File: src/rtl/hrd_pkg.sv
// Shared types and constants for the row distance block.
package hrd_pkg;

   localparam int VALUE_WIDTH = 32;
   localparam int SUM_WIDTH   = 48;
   localparam int QUEUE_DEPTH = 2;
   localparam int ROOT_STEPS  = 32;

   typedef enum logic [1:0] {
      TERM_ZERO,
      TERM_ONE,
      TERM_NUMERIC
   } term_kind_type;

   typedef enum logic [1:0] {
      ROOT_IDLE,
      ROOT_RUN,
      ROOT_DONE
   } root_state_type;

   typedef struct packed {
      logic [SUM_WIDTH-1:0] sum;
      logic                 saturated;
   } row_entry_type;

endpackage

File: src/rtl/hrd_root.sv
// Back end: bit-serial square root of each row sum and the result register.
module hrd_root #(
   parameter int FRAC_BITS = 16
) (
   input  logic                   clock,
   input  logic                   reset,
   input  hrd_pkg::row_entry_type q_entry,
   input  logic                   q_empty,
   output logic                   q_pop,
   output logic                   empty,
   input  logic                   pop,
   output logic [31:0]            distance,
   output logic                   saturated
);
   import hrd_pkg::*;

   localparam int STEP_W     = $clog2(ROOT_STEPS);
   localparam int ROOT_SHIFT = 64 - FRAC_BITS;

   root_state_type    state_ff, state_in;
   logic [63:0]       rad_ff, rad_in;
   logic [33:0]       rem_ff, rem_in;
   logic [31:0]       root_ff, root_in;
   logic [STEP_W-1:0] step_ff, step_in;
   logic              ovf_ff, ovf_in;
   logic              row_sat_ff, row_sat_in;
   logic              out_valid_ff;
   logic [31:0]       distance_ff;
   logic              sat_out_ff;

   logic [63:0]       sum_wide;
   logic [35:0]       rem_shift;
   logic [35:0]       trial;
   logic [35:0]       rem_diff;
   logic              out_load;
   logic              out_pop;

   assign out_pop   = pop & out_valid_ff;
   assign empty     = ~out_valid_ff;
   assign distance  = distance_ff;
   assign saturated = sat_out_ff;

   always_comb begin
      sum_wide  = 64'(q_entry.sum);
      rem_shift = {rem_ff, rad_ff[63:62]};
      trial     = {2'b00, root_ff, 2'b01};
      rem_diff  = rem_shift - trial;

      state_in   = state_ff;
      rad_in     = rad_ff;
      rem_in     = rem_ff;
      root_in    = root_ff;
      step_in    = step_ff;
      ovf_in     = ovf_ff;
      row_sat_in = row_sat_ff;
      q_pop      = 1'b0;
      out_load   = 1'b0;

      unique case (state_ff)
         ROOT_IDLE: begin
            if (!q_empty) begin
               q_pop      = 1'b1;
               rad_in     = sum_wide << FRAC_BITS;
               rem_in     = '0;
               root_in    = '0;
               step_in    = STEP_W'(ROOT_STEPS - 1);
               ovf_in     = |(sum_wide >> ROOT_SHIFT);
               row_sat_in = q_entry.saturated;
               state_in   = ROOT_RUN;
            end
         end
         ROOT_RUN: begin
            rad_in = {rad_ff[61:0], 2'b00};
            if (rem_shift >= trial) begin
               rem_in  = rem_diff[33:0];
               root_in = {root_ff[30:0], 1'b1};
            end else begin
               rem_in  = rem_shift[33:0];
               root_in = {root_ff[30:0], 1'b0};
            end
            if (step_ff == '0) begin
               state_in = ROOT_DONE;
            end else begin
               step_in = step_ff - 1'b1;
            end
         end
         ROOT_DONE: begin
            if (!out_valid_ff || pop) begin
               out_load = 1'b1;
               state_in = ROOT_IDLE;
            end
         end
         default: begin
            state_in = ROOT_IDLE;
         end
      endcase
   end

   always_ff @(posedge clock) begin
      if (reset) begin
         state_ff     <= ROOT_IDLE;
         out_valid_ff <= 1'b0;
      end else begin
         state_ff <= state_in;
         if (out_load) begin
            out_valid_ff <= 1'b1;
         end else if (out_pop) begin
            out_valid_ff <= 1'b0;
         end
      end
   end

   always_ff @(posedge clock) begin
      rad_ff     <= rad_in;
      rem_ff     <= rem_in;
      root_ff    <= root_in;
      step_ff    <= step_in;
      ovf_ff     <= ovf_in;
      row_sat_ff <= row_sat_in;
      if (out_load) begin
         distance_ff <= ovf_ff ? 32'hFFFF_FFFF : root_ff;
         sat_out_ff  <= row_sat_ff | ovf_ff;
      end
   end

   a_no_overwrite: assert property (@(posedge clock) disable iff (reset)
      (out_valid_ff && !pop) |-> !out_load)
      else $error("Result register overwritten before its transaction completed.");

   a_overflow_result: assert property (@(posedge clock) disable iff (reset)
      (out_load && ovf_ff) |=> (distance_ff == 32'hFFFF_FFFF) && sat_out_ff)
      else $error("Overflowing row sum did not give a saturated distance.");

endmodule

File: config.mk
export PLATFORM = sky130hd
export DESIGN_NAME = hrd_root
export DESIGN_NICKNAME = d
export VERILOG_FILES = /design/src/rtl/hrd_pkg.sv /design/src/rtl/hrd_root.sv
export SDC_FILE = /design/constraint.sdc
export NUM_CORES = 1
export LEC_CHECK = 0
export BUFFER_PORTS_ARGS = -buffer_cell sky130_fd_sc_hd__buf_2
export CORE_AREA = 2 2 130 132
export DETAILED_ROUTE_END_ITERATION = 7
export DIE_AREA = 0 0 132 134
export PLACE_DENSITY = 0.72
export SLEW_MARGIN = 20
export SYNTH_ARGS = -nofsm -noshare
export SYNTH_HDL_FRONTEND = slang
export SYNTH_SLANG_ARGS = --single-unit
File: constraint.sdc
create_clock -name clock -period 6.02 [get_ports clock]
set_input_delay 0 -clock clock [delete_from_list [all_inputs] [get_ports clock]]
set_output_delay 0 -clock clock [all_outputs]
set_load 0.02 [all_outputs]
==> impl_summary.md <==
Run status
The run finished with clean final reports.

Yosys
The count of distinct cell types in the synthesized netlist is 59. The netlist area before placement is between 0.008 and 0.009 mm2. After synthesis, the cell types taking the most area are sky130_fd_sc_hd__edfxtp_1 57%, sky130_fd_sc_hd__nand2_1 7.9%, sky130_fd_sc_hd__ha_1 5.6%.

The count of mapped cells out of synthesis is roughly 740. Among all flip-flop cells after synthesis, the most frequent one is sky130_fd_sc_hd__edfxtp_1. The synthesized design devotes to its leading area cell type a little under three fifths of total area. The number of enable flip-flop cells after synthesis is between 150 and 200. The largest total area in the synthesized netlist belongs to sky130_fd_sc_hd__edfxtp_1. When the netlist entered floorplanning its net count stood at around 830. The flip-flop and latch count after synthesis is about 160. The Yosys step of the flow raised 0 warnings.

The register area share after synthesis is 58.0%. After synthesis, the mean cell area works out to around 11 um2. The fraction of registers with async set or reset after synthesis is 0%.

Timing
Derived from the worst setup path, the maximum achievable clock frequency is ~250 MHz. In this run the tightest slew margin relative to its limit is 38.2%. The count of pins over their slew limit is 0.

The largest clock skew in the final design is slightly above 0.01 ns. After layout, the minimum clock period comes to approximately 4.0 ns. The count of endpoints failing hold in the final timing report is 0. The number of setup violations in the final report is 0. At the pin with the least slew margin, the transition time is between 0.9 and 1 ns. Setup repair after global routing left no endpoint under its margin. The setup TNS after final layout is 0 ns. In the finished design, the share of the clock period the worst path needs comes to between 60% and 70%. The hold slack is 0.0455 ns.

Clocking
Counting the buffers created by CTS gives 17. The CTS clock-pin slew for the worst setup and hold paths is 0.06 ns. In this run the number of H-tree levels came out at 4. The total of cells resized after clock tree synthesis is 0. The CTS tree is yes.

The buffer levels on the longest clock path is 2. The clock sink total is 156. The buffer type at the clock tree root is sky130_fd_sc_hd__clkbuf_16. At the later pin of the worst-skew pair, clock insertion delay measures around 0.43 ns.

Drt
The number of design rule violations left after detail routing is 0. The detailed router's first-iteration violation count is between 300 and 400. The number of vias per cell after detailed routing is 5.22. Detailed routing placed a total of between 8 and 9 mm of wire on met2. In this run the top signal layer used is met4. After detailed routing, the average wire length per cell comes to about 15 um. The count of antenna-violating nets left after detailed routing is 0. The routed wire length on met3 is roughly 800 um. The vias after detailed routing is approximately 5800.

For this block, the routed nets add up to 16.6 mm of wire. The number of detailed-routing iterations run before antenna repair is 4. In the final routing, the length of wire on met1 measures ~7.5 mm.

Floorplanning
The floorplan has 47 rows. For this configuration, the core starts out at a cell density of 49.3%. The number of top-level pins is 88. The area inside the core boundary is 0.0163 mm2. From left edge to right edge, the die measures 132 um. The die is approximately 130 um tall.

The die area is 0.0177 mm2.

Critical path
Walking the worst path, the cells encountered are ha_1, nor2b_1, o31ai_1, a32oi_1, a31oi_1, a31oi_1, o21a_1, a31o_2, buf_4, mux2i_1, nor2_1. The worst reg-to-reg setup slack is 2.06 ns. For this design, the slowest cell found on the critical path is sky130_fd_sc_hd__a31o_2. On the worst path, the slowest cell contributes a delay of approximately 0.62 ns.

The reg-to-reg startpoint is rem_ff[0]. The worst setup path is captured at a register. Along the worst path, the maximum fanout reaches 24. The critical path class is reg -> reg. Data on the critical path is required at its endpoint by 6.18 ns. The kind of start point of the critical path is a register. The worst path arrival time is 4.11 ns. The most common cell type on the critical path is sky130_fd_sc_hd__a31oi_1. Tracing the worst setup path back leads to its startpoint at rem_ff[0].

Placed design
The final estimated routing congestion in global placement is 0.864. The number of port buffers is slightly below 90. The HPWL after detailed placement is approximately 10 mm. Counting tap cells, the placed design contains a total of about 1000 instances.

GRT
The pin count of the biggest net entering global routing is 70. The number of global-route vias before repair is 5695. The wire length of the first global-routing pass is between 20 and 30 mm. For this run, the total global-route usage over all layers was measured as between 10% and 20%. The number of antenna violations at the first check in global routing is 0. The total grt overflow is 0.

Layout
The final core area utilization is 59.6%. The final antenna diode count is 0. The filler cell count is about 1300. The count of placed standard cells in the final layout, fillers left out is 1109. The post-layout net count is slightly below 1000. From synthesis to final layout, the design area changed by 20.9%. The fraction of layout instances using a drive strength above 1 is approximately 15%.

Pwr
IR analysis of the VDD net gives a maximum drop of approximately 0.25 mV. The leakage component of the power is ~4.1 nW. The power per cell area is about 350 mW/mm2.

Worst hold path
The worst hold path startpoint is pop. The tightest min-delay check is of the in -> reg type.

Job
The tool flagged a number of max-cap violations equal to 0.
stage by stage:
| stage | area (um2) | setup WS [ns] | power (W) |
|---|---|---|---|
| 3_3_place_gp | 8640 | 2.19 | 0.00241 |
| 2_1_floorplan | 8030 | 1.85 | 0.00225 |
| 4_1_cts | 9710 | 2.07 | 0.00346 |
| 5_1_grt | 9710 | 1.76 | 0.00363 |
| 6_report | 9710 | 2.06 | 0.00344 |
| 3_5_place_dp | 8640 | 2.08 | 0.00242 |
kinds of logic (layout without fill, tap and decap cells):
logic type,count (synthesis),count (layout),synth area share [%]
compound gates,112,112,9.68
mux,20,20,2.49
fa+ha+maj,36,36,5.61
buf+inv,74,219,4.16
flops,156,156,58.0
xor+xnor,33,33,3.60
simple gates,313,313,16.5
synth_stat cells, drive strengths merged (10+ instances only):
library cell,instances
a211oi,11
a21o,13
a21oi,30
clkbuf,23
edfxtp,153
ha,36
inv,44
mux2i,20
nand2,171
nand3,13
nor2,83
nor3,10
o21ai,15
xnor2,22
xor2,11
final timing paths:
check	to	depth (start not counted)
max	rem_ff[30]	11
min	state_ff[1]	4
max reg2reg	rem_ff[30]	11
min reg2reg	saturated	0
cell type report:
class	instances	area (um2)	area share (%)
multi-input combinational	514	3070	31.6
clock buffer	21	460	4.74
inverter	44	165	1.70
tap	220	275	2.83
sequential	156	4650	47.9
clock inverter	10	93.8	0.966
timing repair buffer	144	993	10.2
per-layer routing:
| metal | up-vias | track usage [%] |
|---|---|---|
| met4 | 0 | 6.16 |
| met1 | 2744 | 24.7 |
| met5 | - | 0 |
| met2 | 145 | 32.1 |
| met3 | 22 | 4.91 |
| li1 | 2877 | - |
sequential cells by signal (all words and copies together) (netlist names):
signal	cells
saturated	1
distance	32
step_ff	5
out_valid_ff	1
row_sat_ff	1
rad_ff	48
rem_ff	34
root_ff	32
state_ff	2
power by group:
| group | leakage (nW) | internal [W] | switching (W) |
|---|---|---|---|
| sequential | 1.56 | 0.00134 | 0.0000533 |
| combinational | 2.30 | 0.000442 | 0.000600 |
| clock | 0.267 | 0.000587 | 0.000417 |
worst max-delay path: cells and delay by family (launching register included):
kind	cells	cell delay, ns
AOI/OAI and AO/OA	6	1.97
adders and majority gates	1	0.39
buffers and inverters	1	0.41
DFF	1	0.42
muxes	1	0.24
and+or+nand+nor	2	0.27
cell usage in the layout, fill, tap and decap left out, drive strengths merged, types with 3 or more instances in the layout:
| cell | n |
|---|---|
| and2 | 6 |
| xor2 | 11 |
| o21ai | 15 |
| nand2b | 4 |
| nor2 | 83 |
| nor3 | 10 |
| a21oi | 30 |
| a21o | 13 |
| nand3b | 3 |
| o31ai | 3 |
| edfxtp | 153 |
| a211oi | 11 |
| dlygate4sd3 | 52 |
| and3 | 4 |
| or3 | 3 |
| clkinv | 7 |
| nand2 | 171 |
| mux2i | 20 |
| xnor2 | 22 |
| o21a | 6 |
| buf | 92 |
| nand4 | 4 |
| clkbuf | 21 |
| ha | 36 |
| inv | 44 |
| nand3 | 13 |
| nor2b | 3 |
| a31oi | 8 |
| o22ai | 4 |
| dfxtp | 3 |
| nor3b | 3 |
timing repair:
item,CTS,global route
hold buffers,52,0
hold endpoints to repair,53,0
buffers inserted,0,0
No activity file was read; power rests on OpenSTA's default activity.
