## src/rtl/hrd_pkg.sv

```systemverilog
// Shared types and constants for the row distance block.
package hrd_pkg;

   localparam int VALUE_WIDTH = 32;
   localparam int SUM_WIDTH   = 48;
   localparam int QUEUE_DEPTH = 2;
   localparam int ROOT_STEPS  = 32;

   typedef enum logic [1:0] {
      TERM_ZERO,
      TERM_ONE,
      TERM_NUMERIC
   } term_kind_type;

   typedef enum logic [1:0] {
      ROOT_IDLE,
      ROOT_RUN,
      ROOT_DONE
   } root_state_type;

   typedef struct packed {
      logic [SUM_WIDTH-1:0] sum;
      logic                 saturated;
   } row_entry_type;

endpackage

```

## src/rtl/hrd_queue.sv

```systemverilog
// Short queue of finished row sums between the front end and the root unit.
module hrd_queue (
   input  logic                   clock,
   input  logic                   reset,
   input  logic                   push,
   input  hrd_pkg::row_entry_type push_entry,
   output logic                   full,
   input  logic                   pop,
   output hrd_pkg::row_entry_type pop_entry,
   output logic                   empty
);
   import hrd_pkg::*;

   localparam int PTR_W = (QUEUE_DEPTH > 1) ? $clog2(QUEUE_DEPTH) : 1;
   localparam int CNT_W = $clog2(QUEUE_DEPTH + 1);

   row_entry_type    entry_ff [QUEUE_DEPTH];
   logic [PTR_W-1:0] wr_ptr_ff, wr_ptr_in;
   logic [PTR_W-1:0] rd_ptr_ff, rd_ptr_in;
   logic [CNT_W-1:0] count_ff, count_in;
   logic             do_push, do_pop;

   assign full      = (count_ff == CNT_W'(QUEUE_DEPTH));
   assign empty     = (count_ff == '0);
   assign do_push   = push & ~full;
   assign do_pop    = pop & ~empty;
   assign pop_entry = entry_ff[rd_ptr_ff];

   always_comb begin
      wr_ptr_in = wr_ptr_ff;
      rd_ptr_in = rd_ptr_ff;
      count_in  = count_ff;
      if (do_push) begin
         wr_ptr_in = (wr_ptr_ff == PTR_W'(QUEUE_DEPTH - 1)) ? '0 : wr_ptr_ff + 1'b1;
      end
      if (do_pop) begin
         rd_ptr_in = (rd_ptr_ff == PTR_W'(QUEUE_DEPTH - 1)) ? '0 : rd_ptr_ff + 1'b1;
      end
      if (do_push && !do_pop) begin
         count_in = count_ff + 1'b1;
      end else if (do_pop && !do_push) begin
         count_in = count_ff - 1'b1;
      end
   end

   always_ff @(posedge clock) begin
      if (reset) begin
         wr_ptr_ff <= '0;
         rd_ptr_ff <= '0;
         count_ff  <= '0;
      end else begin
         wr_ptr_ff <= wr_ptr_in;
         rd_ptr_ff <= rd_ptr_in;
         count_ff  <= count_in;
      end
   end

   always_ff @(posedge clock) begin
      if (do_push) begin
         entry_ff[wr_ptr_ff] <= push_entry;
      end
   end

   a_count_bound: assert property (@(posedge clock) disable iff (reset)
      count_ff <= CNT_W'(QUEUE_DEPTH))
      else $error("Row queue count exceeds its depth.");

   a_no_push_when_full: assert property (@(posedge clock) disable iff (reset)
      !(push && full))
      else $error("Front end pushed a row sum into a full queue.");

endmodule

```

## config.mk

```make
export PLATFORM = sky130hd
export DESIGN_NAME = hrd_queue
export DESIGN_NICKNAME = d
export VERILOG_FILES = /design/src/rtl/hrd_pkg.sv /design/src/rtl/hrd_queue.sv
export SDC_FILE = /design/constraint.sdc
export NUM_CORES = 1
export LEC_CHECK = 0
export BUFFER_PORTS_ARGS = -buffer_cell sky130_fd_sc_hd__buf_2
export CAP_MARGIN = 20
export CORE_MARGIN = 4
export CORE_UTILIZATION = 46
export CTS_CLUSTER_DIAMETER = 100
export DETAILED_ROUTE_END_ITERATION = 8
export PLACE_DENSITY_LB_ADDON = 0.2
export REMOVE_ABC_BUFFERS = 1
export SLEW_MARGIN = 10
export SYNTH_ARGS = -nofsm -noshare
export SYNTH_HDL_FRONTEND = slang
export SYNTH_SLANG_ARGS = --single-unit
```

## constraint.sdc

```tcl
create_clock -name clock -period 2.17 [get_ports clock]
set_clock_uncertainty 0.05 [all_clocks]
set_input_delay 0.434 -clock clock [delete_from_list [all_inputs] [get_ports clock]]
set_output_delay 0.434 -clock clock [all_outputs]
set_load 0.02 [all_outputs]
```

==> results of run 1 <==
-- through the flow --
stage	power (W)	setup slack [ns]
after CTS	0.005630	0.09261
after global routing	0.005832	0.04185
after detailed placement	0.004255	0.4354
after floorplan	0.003696	-0.1305
after global placement	0.004237	0.4537
final	0.005549	0.1342
-- kinds of logic after synthesis --
family                   share of synthesized area
AO/OA/AOI/OAI                             0.006679
XOR/XNOR                                  0.007015
adder cells (fa/ha/maj)                   0.003339
buffers and inverters                      0.01102
flip-flops                                  0.8123
multiplexers                                0.1473
AND/OR/NAND/NOR                            0.01236
-- metal layers --
metal,track usage,vias to the layer above,routed length [um]
met2,0.2277,64,3387
met4,0.04727,0,21
met5,0,-,0
met3,0.04643,2,409
met1,0.1639,972,2580
li1,-,916,-
-- cell type report --
class	count	area (sq um)	area share
inverters	2	7.507	0.001614
clock buffers	10	127.6	0.02743
repair buffers	109	573.1	0.1232
well taps	102	127.6	0.02743
clock inverters	6	108.9	0.02340
flip-flops and latches	103	3044	0.6544
multi-input cells	67	663.1	0.1425
-- critical path, delay by kind of cell (launching register included) --
kind | cells | cell delay (ns)
buffers and inverters | 2 | 0.47
flip-flops | 1 | 0.33
multiplexers | 1 | 0.39
-- Yosys cell counts --
cell                       count  area share
sky130_fd_sc_hd__or3_1         2      0.0033
sky130_fd_sc_hd__edfxtp_1     98        0.79
sky130_fd_sc_hd__a21oi_1       2      0.0027
sky130_fd_sc_hd__nor2b_2       1      0.0023
sky130_fd_sc_hd__dfxtp_1       5       0.027
sky130_fd_sc_hd__ha_1          1      0.0033
sky130_fd_sc_hd__nor2_1        5      0.0050
sky130_fd_sc_hd__buf_2         3      0.0040
sky130_fd_sc_hd__o21ai_0       3      0.0040
sky130_fd_sc_hd__buf_6         1      0.0030
sky130_fd_sc_hd__xor2_1        3      0.0070
sky130_fd_sc_hd__mux2_2       49        0.15
sky130_fd_sc_hd__inv_1         2      0.0020
sky130_fd_sc_hd__buf_4         1      0.0020
sky130_fd_sc_hd__and2_1        1      0.0017
-- report_power, final --
part | internal [W] | switching [W]
clock network | 0.000763 | 0.000607
logic | 0.000651 | 0.000959
registers | 0.00250 | 0.0000731
-- flip-flops by register name, indices dropped and copies added (netlist names), named ones only --
| register | cells |
|---|---|
| entry_ff | 98 |
| count_ff | 2 |
| rd_ptr_ff | 1 |
| wr_ptr_ff | 1 |
-- final timing paths --
kind                                               start                        to  slack [ns]  depth (start not counted)
worst max-delay path                            register             pop_entry[10]        0.13                          3
worst min-delay path                       push_entry[3]  entry_ff[1][3]$_DFFE_PP_        0.22                          1
worst max register to register  count_ff[0]$_SDFFE_PP0P_  entry_ff[0][9]$_DFFE_PP_        0.51                          4
worst min register to register    wr_ptr_ff$_SDFFE_PP0P_    wr_ptr_ff$_SDFFE_PP0P_        0.44                          2
-- cells in the final DEF (no fill, tap or decap), types with 3 or more instances in the layout --
master	instances
sky130_fd_sc_hd__nor2_1	5
sky130_fd_sc_hd__bufinv_16	3
sky130_fd_sc_hd__clkbuf_8	9
sky130_fd_sc_hd__o21ai_0	3
sky130_fd_sc_hd__buf_4	5
sky130_fd_sc_hd__mux2_2	49
sky130_fd_sc_hd__dfxtp_1	4
sky130_fd_sc_hd__xor2_1	3
sky130_fd_sc_hd__edfxtp_1	98
sky130_fd_sc_hd__buf_2	103
==> Flow_metrics.wiki, run 1 <==
{| class="wikitable"
! Metric !! Value
|-
| Cell with the largest stage delay on the worst path || sky130_fd_sc_hd__mux2_2
|-
| Max IR drop VDD || 0.8123 mV
|-
| Filler cells || 615
|-
| Clock-pin transition on the worst setup and hold timing paths || ~0.10 ns
|-
| Final routed wire length divided by cell count || 16.04 um
|-
| Root cell of the clock tree || sky130_fd_sc_hd__clkbuf_8
|-
| Starting density of the core || 0.4798
|-
| Number of cells after detailed placement || 383
|-
| Total non-filler cell area in the finished layout || 4652 sq um
|-
| Synthesized area || 3746 sq um
|-
| Number of synthesized register bits || 103
|-
| Total via count after detailed routing || 1,954
|-
| Post-layout util || 0.5958
|-
| Number of design-rule violations left by the first detailed-router iteration || 91
|-
| Via count normalized by instance count || 4.897
|-
| Clock period minus final worst setup slack || ~2.0 ns
|-
| Max-capacitance violation count || 0
|-
| RSZ-0062 raised after global routing || no
|-
| Fraction of layout instances using a drive strength above 1 || 0.5926
|-
| Worst hold-check path type || in2reg
|-
| Aggregate global routing overflow || 0
|-
| Capturing element type of the critical path || output port
|-
| Final instance count without filler cells || 399
|-
| Routed wire length || between 6 and 7 mm
|-
| Vias in the first global route || roughly 2,100
|-
| Number of clock buffers inserted by TritonCTS || 9
|-
| Largest stage delay on the critical path || between 0.3 and 0.4 ns
|-
| Result of the run || finished clean
|-
| Hold-fix buffer count after cts || 0
|-
| Detailed-routing iteration count for the pre-antenna-repair pass || 4
|-
| Yosys warnings || 0
|-
| Routed Antenna Nets || 0
|-
| Post-route setup TNS || 0 ns
|-
| Cells along the critical path || buf_4 -> mux2_2 -> buf_2
|-
| # H-tree levels || 3
|-
| Largest net degree at the start of global routing || 30
|-
| Crit-path max FO || 25
|-
| Die area || just under 10,000 sq um
|-
| CP Data Required Time || 1.69 ns
|-
| Kind of critical path || reg2out
|-
| Antenna diodes || 0
|-
| Transition time at the pin with the least slew margin || 0.4010 ns
|-
| Number of cells upsized or downsized after cts || 0
|-
| Area Overhead vs Synth || 24.18%
|-
| Total power divided by cell area || 1193 nW/um^2
|-
| Placement Cell Area || 4415 sq um
|-
| Headroom to the max-slew limit || 0.7327
|-
| Avg Cell Area, Syn || 21.16 sq um
|-
| Count of buffers inserted at the top-level ports || 103
|-
| CORE AREA || slightly below 8000 sq um
|-
| Number of antenna violations at the first check in global routing || 0
|-
| Chip width || ~98 um
|-
| Wire length of the first global-routing pass || 10.04 mm
|-
| Arrival @ worst endpoint || 1.55 ns
|-
| Share of the cycle needed by the critical path after routing || 0.9381
|-
| Portion of the post-synthesis area used by sequential elements || 0.8123
|-
| TritonCTS clock tree || built
|-
| Number of pins with negative max-slew slack in the final report || 0
|-
| Type of origin of the critical path || register
|-
| Maximum number of buffers from clock root to sink || 2
|-
| DRC violations left || 0
|-
| Clock latency at the later pin of the worst-skew pair || 0.34 ns
|-
| Count of mapped cells out of synthesis || 177
|-
| Rows || 32
|-
| Detailed-placement wirelength estimate || between 4 and 5 mm
|-
| Layout net count || 346
|-
| Final setup viols || 0
|-
| Maximum frequency from static timing analysis || 491.2 MHz
|-
| Leakage Power || 1.745 nW
|-
| Final RePlAce weighted congestion || 0.7000
|-
| Number of different library cells in the post-synthesis netlist || 15
|-
| Endpoints failing hold || 0
|-
| Number of top-level pins || 104
|-
| Count of buffers added by post-CTS timing repair for setup || 0
|-
| Worst hold slack || approximately 0.22 ns
|-
| Die Y || 98.24 um
|-
| Total GRT Usage || 0.1356
|-
| Clock Sinks || 103
|}
(Power assumes the default switching activity.)
==> run 2, diff against run 1 <==
--- a/config.mk
+++ b/config.mk
@@ -8,4 +8,5 @@
 export BUFFER_PORTS_ARGS = -buffer_cell sky130_fd_sc_hd__buf_2
 export CAP_MARGIN = 20
+export CORE_ASPECT_RATIO = 2
 export CORE_MARGIN = 4
 export CORE_UTILIZATION = 46
--- a/constraint.sdc
+++ b/constraint.sdc
@@ -3,3 +3,3 @@
 set_input_delay 0.434 -clock clock [delete_from_list [all_inputs] [get_ports clock]]
 set_output_delay 0.434 -clock clock [all_outputs]
-set_load 0.02 [all_outputs]
+set_load 0.01 [all_outputs]
==> Flow_metrics.wiki, run 2 (same netlist as run 1, synthesis figures left out) <==
{| class="wikitable"
! Metric !! Value
|-
| Result of the run || finished clean
|-
| Routed wire length || roughly 6.4 mm
|-
| Combinational cell fraction of total power || 0.252
|-
| Transition time at the pin with the least slew margin || roughly 0.36 ns
|-
| DRC violations left || 0
|-
| Detailed-routing iteration count for the pre-antenna-repair pass || 4
|-
| Total non-filler cell area in the finished layout || roughly 4700 sq um
|-
| TritonCTS clock tree || built
|-
| Clock-pin transition on the worst setup and hold timing paths || approximately 0.060 ns
|-
| Worst hold-check path type || in2reg
|-
| Layout net count || 345
|-
| Leakage Power || 1.764 nW
|-
| Aggregate global routing overflow || 0
|-
| Headroom to the max-slew limit || 0.7604
|-
| Total power divided by cell area || 1149 nW/um^2
|-
| Kind of critical path || reg2out
|-
| Placement Cell Area || 4400 sq um
|-
| Share of total power in the clock network || 0.269
|-
| # H-tree levels || 3
|-
| Sw Ratio || 0.2587
|-
| Die Y || about 140 um
|-
| Max IR drop VDD || 0.7769 mV
|-
| Final setup viols || 0
|-
| Arrival @ worst endpoint || 1.53 ns
|-
| Fraction of layout instances using a drive strength above 1 || 0.5845
|-
| Share of the cycle needed by the critical path after routing || 0.9267
|-
| Routed Antenna Nets || 0
|-
| Worst-case register-to-register setup slack || 0.57 ns
|-
| Wire length of the first global-routing pass || approximately 9.7 mm
|-
| Part of the total power dissipated in sequential elements || 0.479
|-
| Area Overhead vs Synth || 24.75%
|-
| Maximum frequency from static timing analysis || about 500 MHz
|-
| Vias in the first global route || 2,009
|-
| Hold-fix buffer count after cts || 0
|-
| Register with the highest flop count || entry_ff
|-
| Commonest cells after routing, fill and taps aside || sky130_fd_sc_hd__buf_2 (103), sky130_fd_sc_hd__edfxtp_1 (98), sky130_fd_sc_hd__mux2_2 (49)
|-
| Die area || 9739 sq um
|-
| Antenna diodes || 0
|-
| Largest register FFs || between 90 and 100
|-
| Final RePlAce weighted congestion || 0.7355
|-
| Multi-input combinational cell area || 663.1 sq um
|-
| Final instance count without filler cells || a little under 400
|-
| Total via count after detailed routing || ~1,900
|-
| Worst hold slack || 0.2371 ns
|-
| Root cell of the clock tree || sky130_fd_sc_hd__clkbuf_16
|-
| Overall power || between 0.005 and 0.006 W
|-
| Count of buffers added by post-CTS timing repair for setup || 0
|-
| RSZ-0062 raised after global routing || no
|-
| Number of design-rule violations left by the first detailed-router iteration || 85
|-
| Via count normalized by instance count || 4.921
|-
| Total GRT Usage || 0.1376
|-
| Endpoints failing hold || 0
|-
| Maximum number of buffers from clock root to sink || 2
|-
| Max-capacitance violation count || 0
|-
| Leading registers by flop count || entry_ff: 98 flops, count_ff: 2 flops
|-
| Largest net degree at the start of global routing || 50
|-
| Clock period minus final worst setup slack || 2.011 ns
|-
| Number of antenna violations at the first check in global routing || 0
|-
| Number of cells upsized or downsized after cts || 0
|-
| Count of buffers inserted at the top-level ports || 103
|-
| Final routed wire length divided by cell count || 16.37 um
|-
| CP Data Required Time || 1.69 ns
|-
| Switching power total || about 0.0014 W
|-
| Clock Sinks || 103
|-
| Type of origin of the critical path || register
|-
| Rows || between 40 and 50
|-
| Number of clock buffers inserted by TritonCTS || 9
|-
| Filler cells || 615
|-
| Sequential cell area || about 3000 sq um
|-
| Clock latency at the later pin of the worst-skew pair || 0.33 ns
|-
| Post-route setup TNS || 0 ns
|-
| Chip width || 71.81 um
|-
| Number of top-level pins || 104
|-
| Capturing element type of the critical path || output port
|-
| Most common cell after layout, fill and taps aside || sky130_fd_sc_hd__buf_2
|-
| Starting density of the core || 0.4716
|-
| Detailed-placement wirelength estimate || approximately 4.3 mm
|-
| Internal Dissipation || around 0.004 W
|-
| Crit-path max FO || 27
|-
| Number of pins with negative max-slew slack in the final report || 0
|-
| CORE AREA || 7943 sq um
|-
| Number of cells after detailed placement || ~380
|}
run 2: final cells by class:
type	count	share of cell area
Sequential cell	103	0.6514
Multi-Input combinational cell	67	0.1419
Timing Repair Buffer	108	0.1210
Clock buffer	15	0.05730
Tap cell	96	0.02570
Inverter	2	0.001606
Clock inverter	1	0.001071
run 2: power groups by stage:
stage	logic, W	registers, W	clock network, W
2_1_floorplan	0.000762	0.00269	0
6_report	0.00135	0.00257	0.00144
5_1_grt	0.00148	0.00260	0.00156
3_5_place_dp	0.00139	0.00262	0
3_3_place_gp	0.00138	0.00260	0
4_1_cts	0.00140	0.00258	0.00149
run 2: routing by layer:
| layer | up-vias | track usage | wire length [um] |
|---|---|---|---|
| li1 | 915 | - | - |
| met1 | 946 | 0.1401 | 2313 |
| met2 | 60 | 0.2439 | 3602 |
| met3 | 8 | 0.02897 | 352 |
| met4 | 0 | 0.09414 | 149 |
| met5 | - | 0 | 0 |
run 2: worst max-delay path: stages, from the launching register on:
cell and delay (ns):
sky130_fd_sc_hd__dfxtp_2 0.32, sky130_fd_sc_hd__buf_4 0.32, sky130_fd_sc_hd__mux2_2 0.39, sky130_fd_sc_hd__buf_2 0.14
run 2: per-stage QoR:
step	utilization	setup WS, ns
2_1_floorplan	-	-0.1003
3_3_place_gp	0.5540	0.4919
3_5_place_dp	0.5540	0.4831
4_1_cts	0.5884	0.1158
5_1_grt	0.5884	0.08581
6_report	0.5884	0.1592
run 2: path summary, 6_finish.rpt:
check / start / to / cells past startpoint
worst max register to register: count_ff[0]$_SDFFE_PP0P_ / count_ff[1]$_SDFFE_PP0P_ / 4
worst min register to register: wr_ptr_ff$_SDFFE_PP0P_ / wr_ptr_ff$_SDFFE_PP0P_ / 2
worst min-delay path: push_entry[30] / entry_ff[0][30]$_DFFE_PP_ / 1
worst max-delay path: register / pop_entry[32] / 3
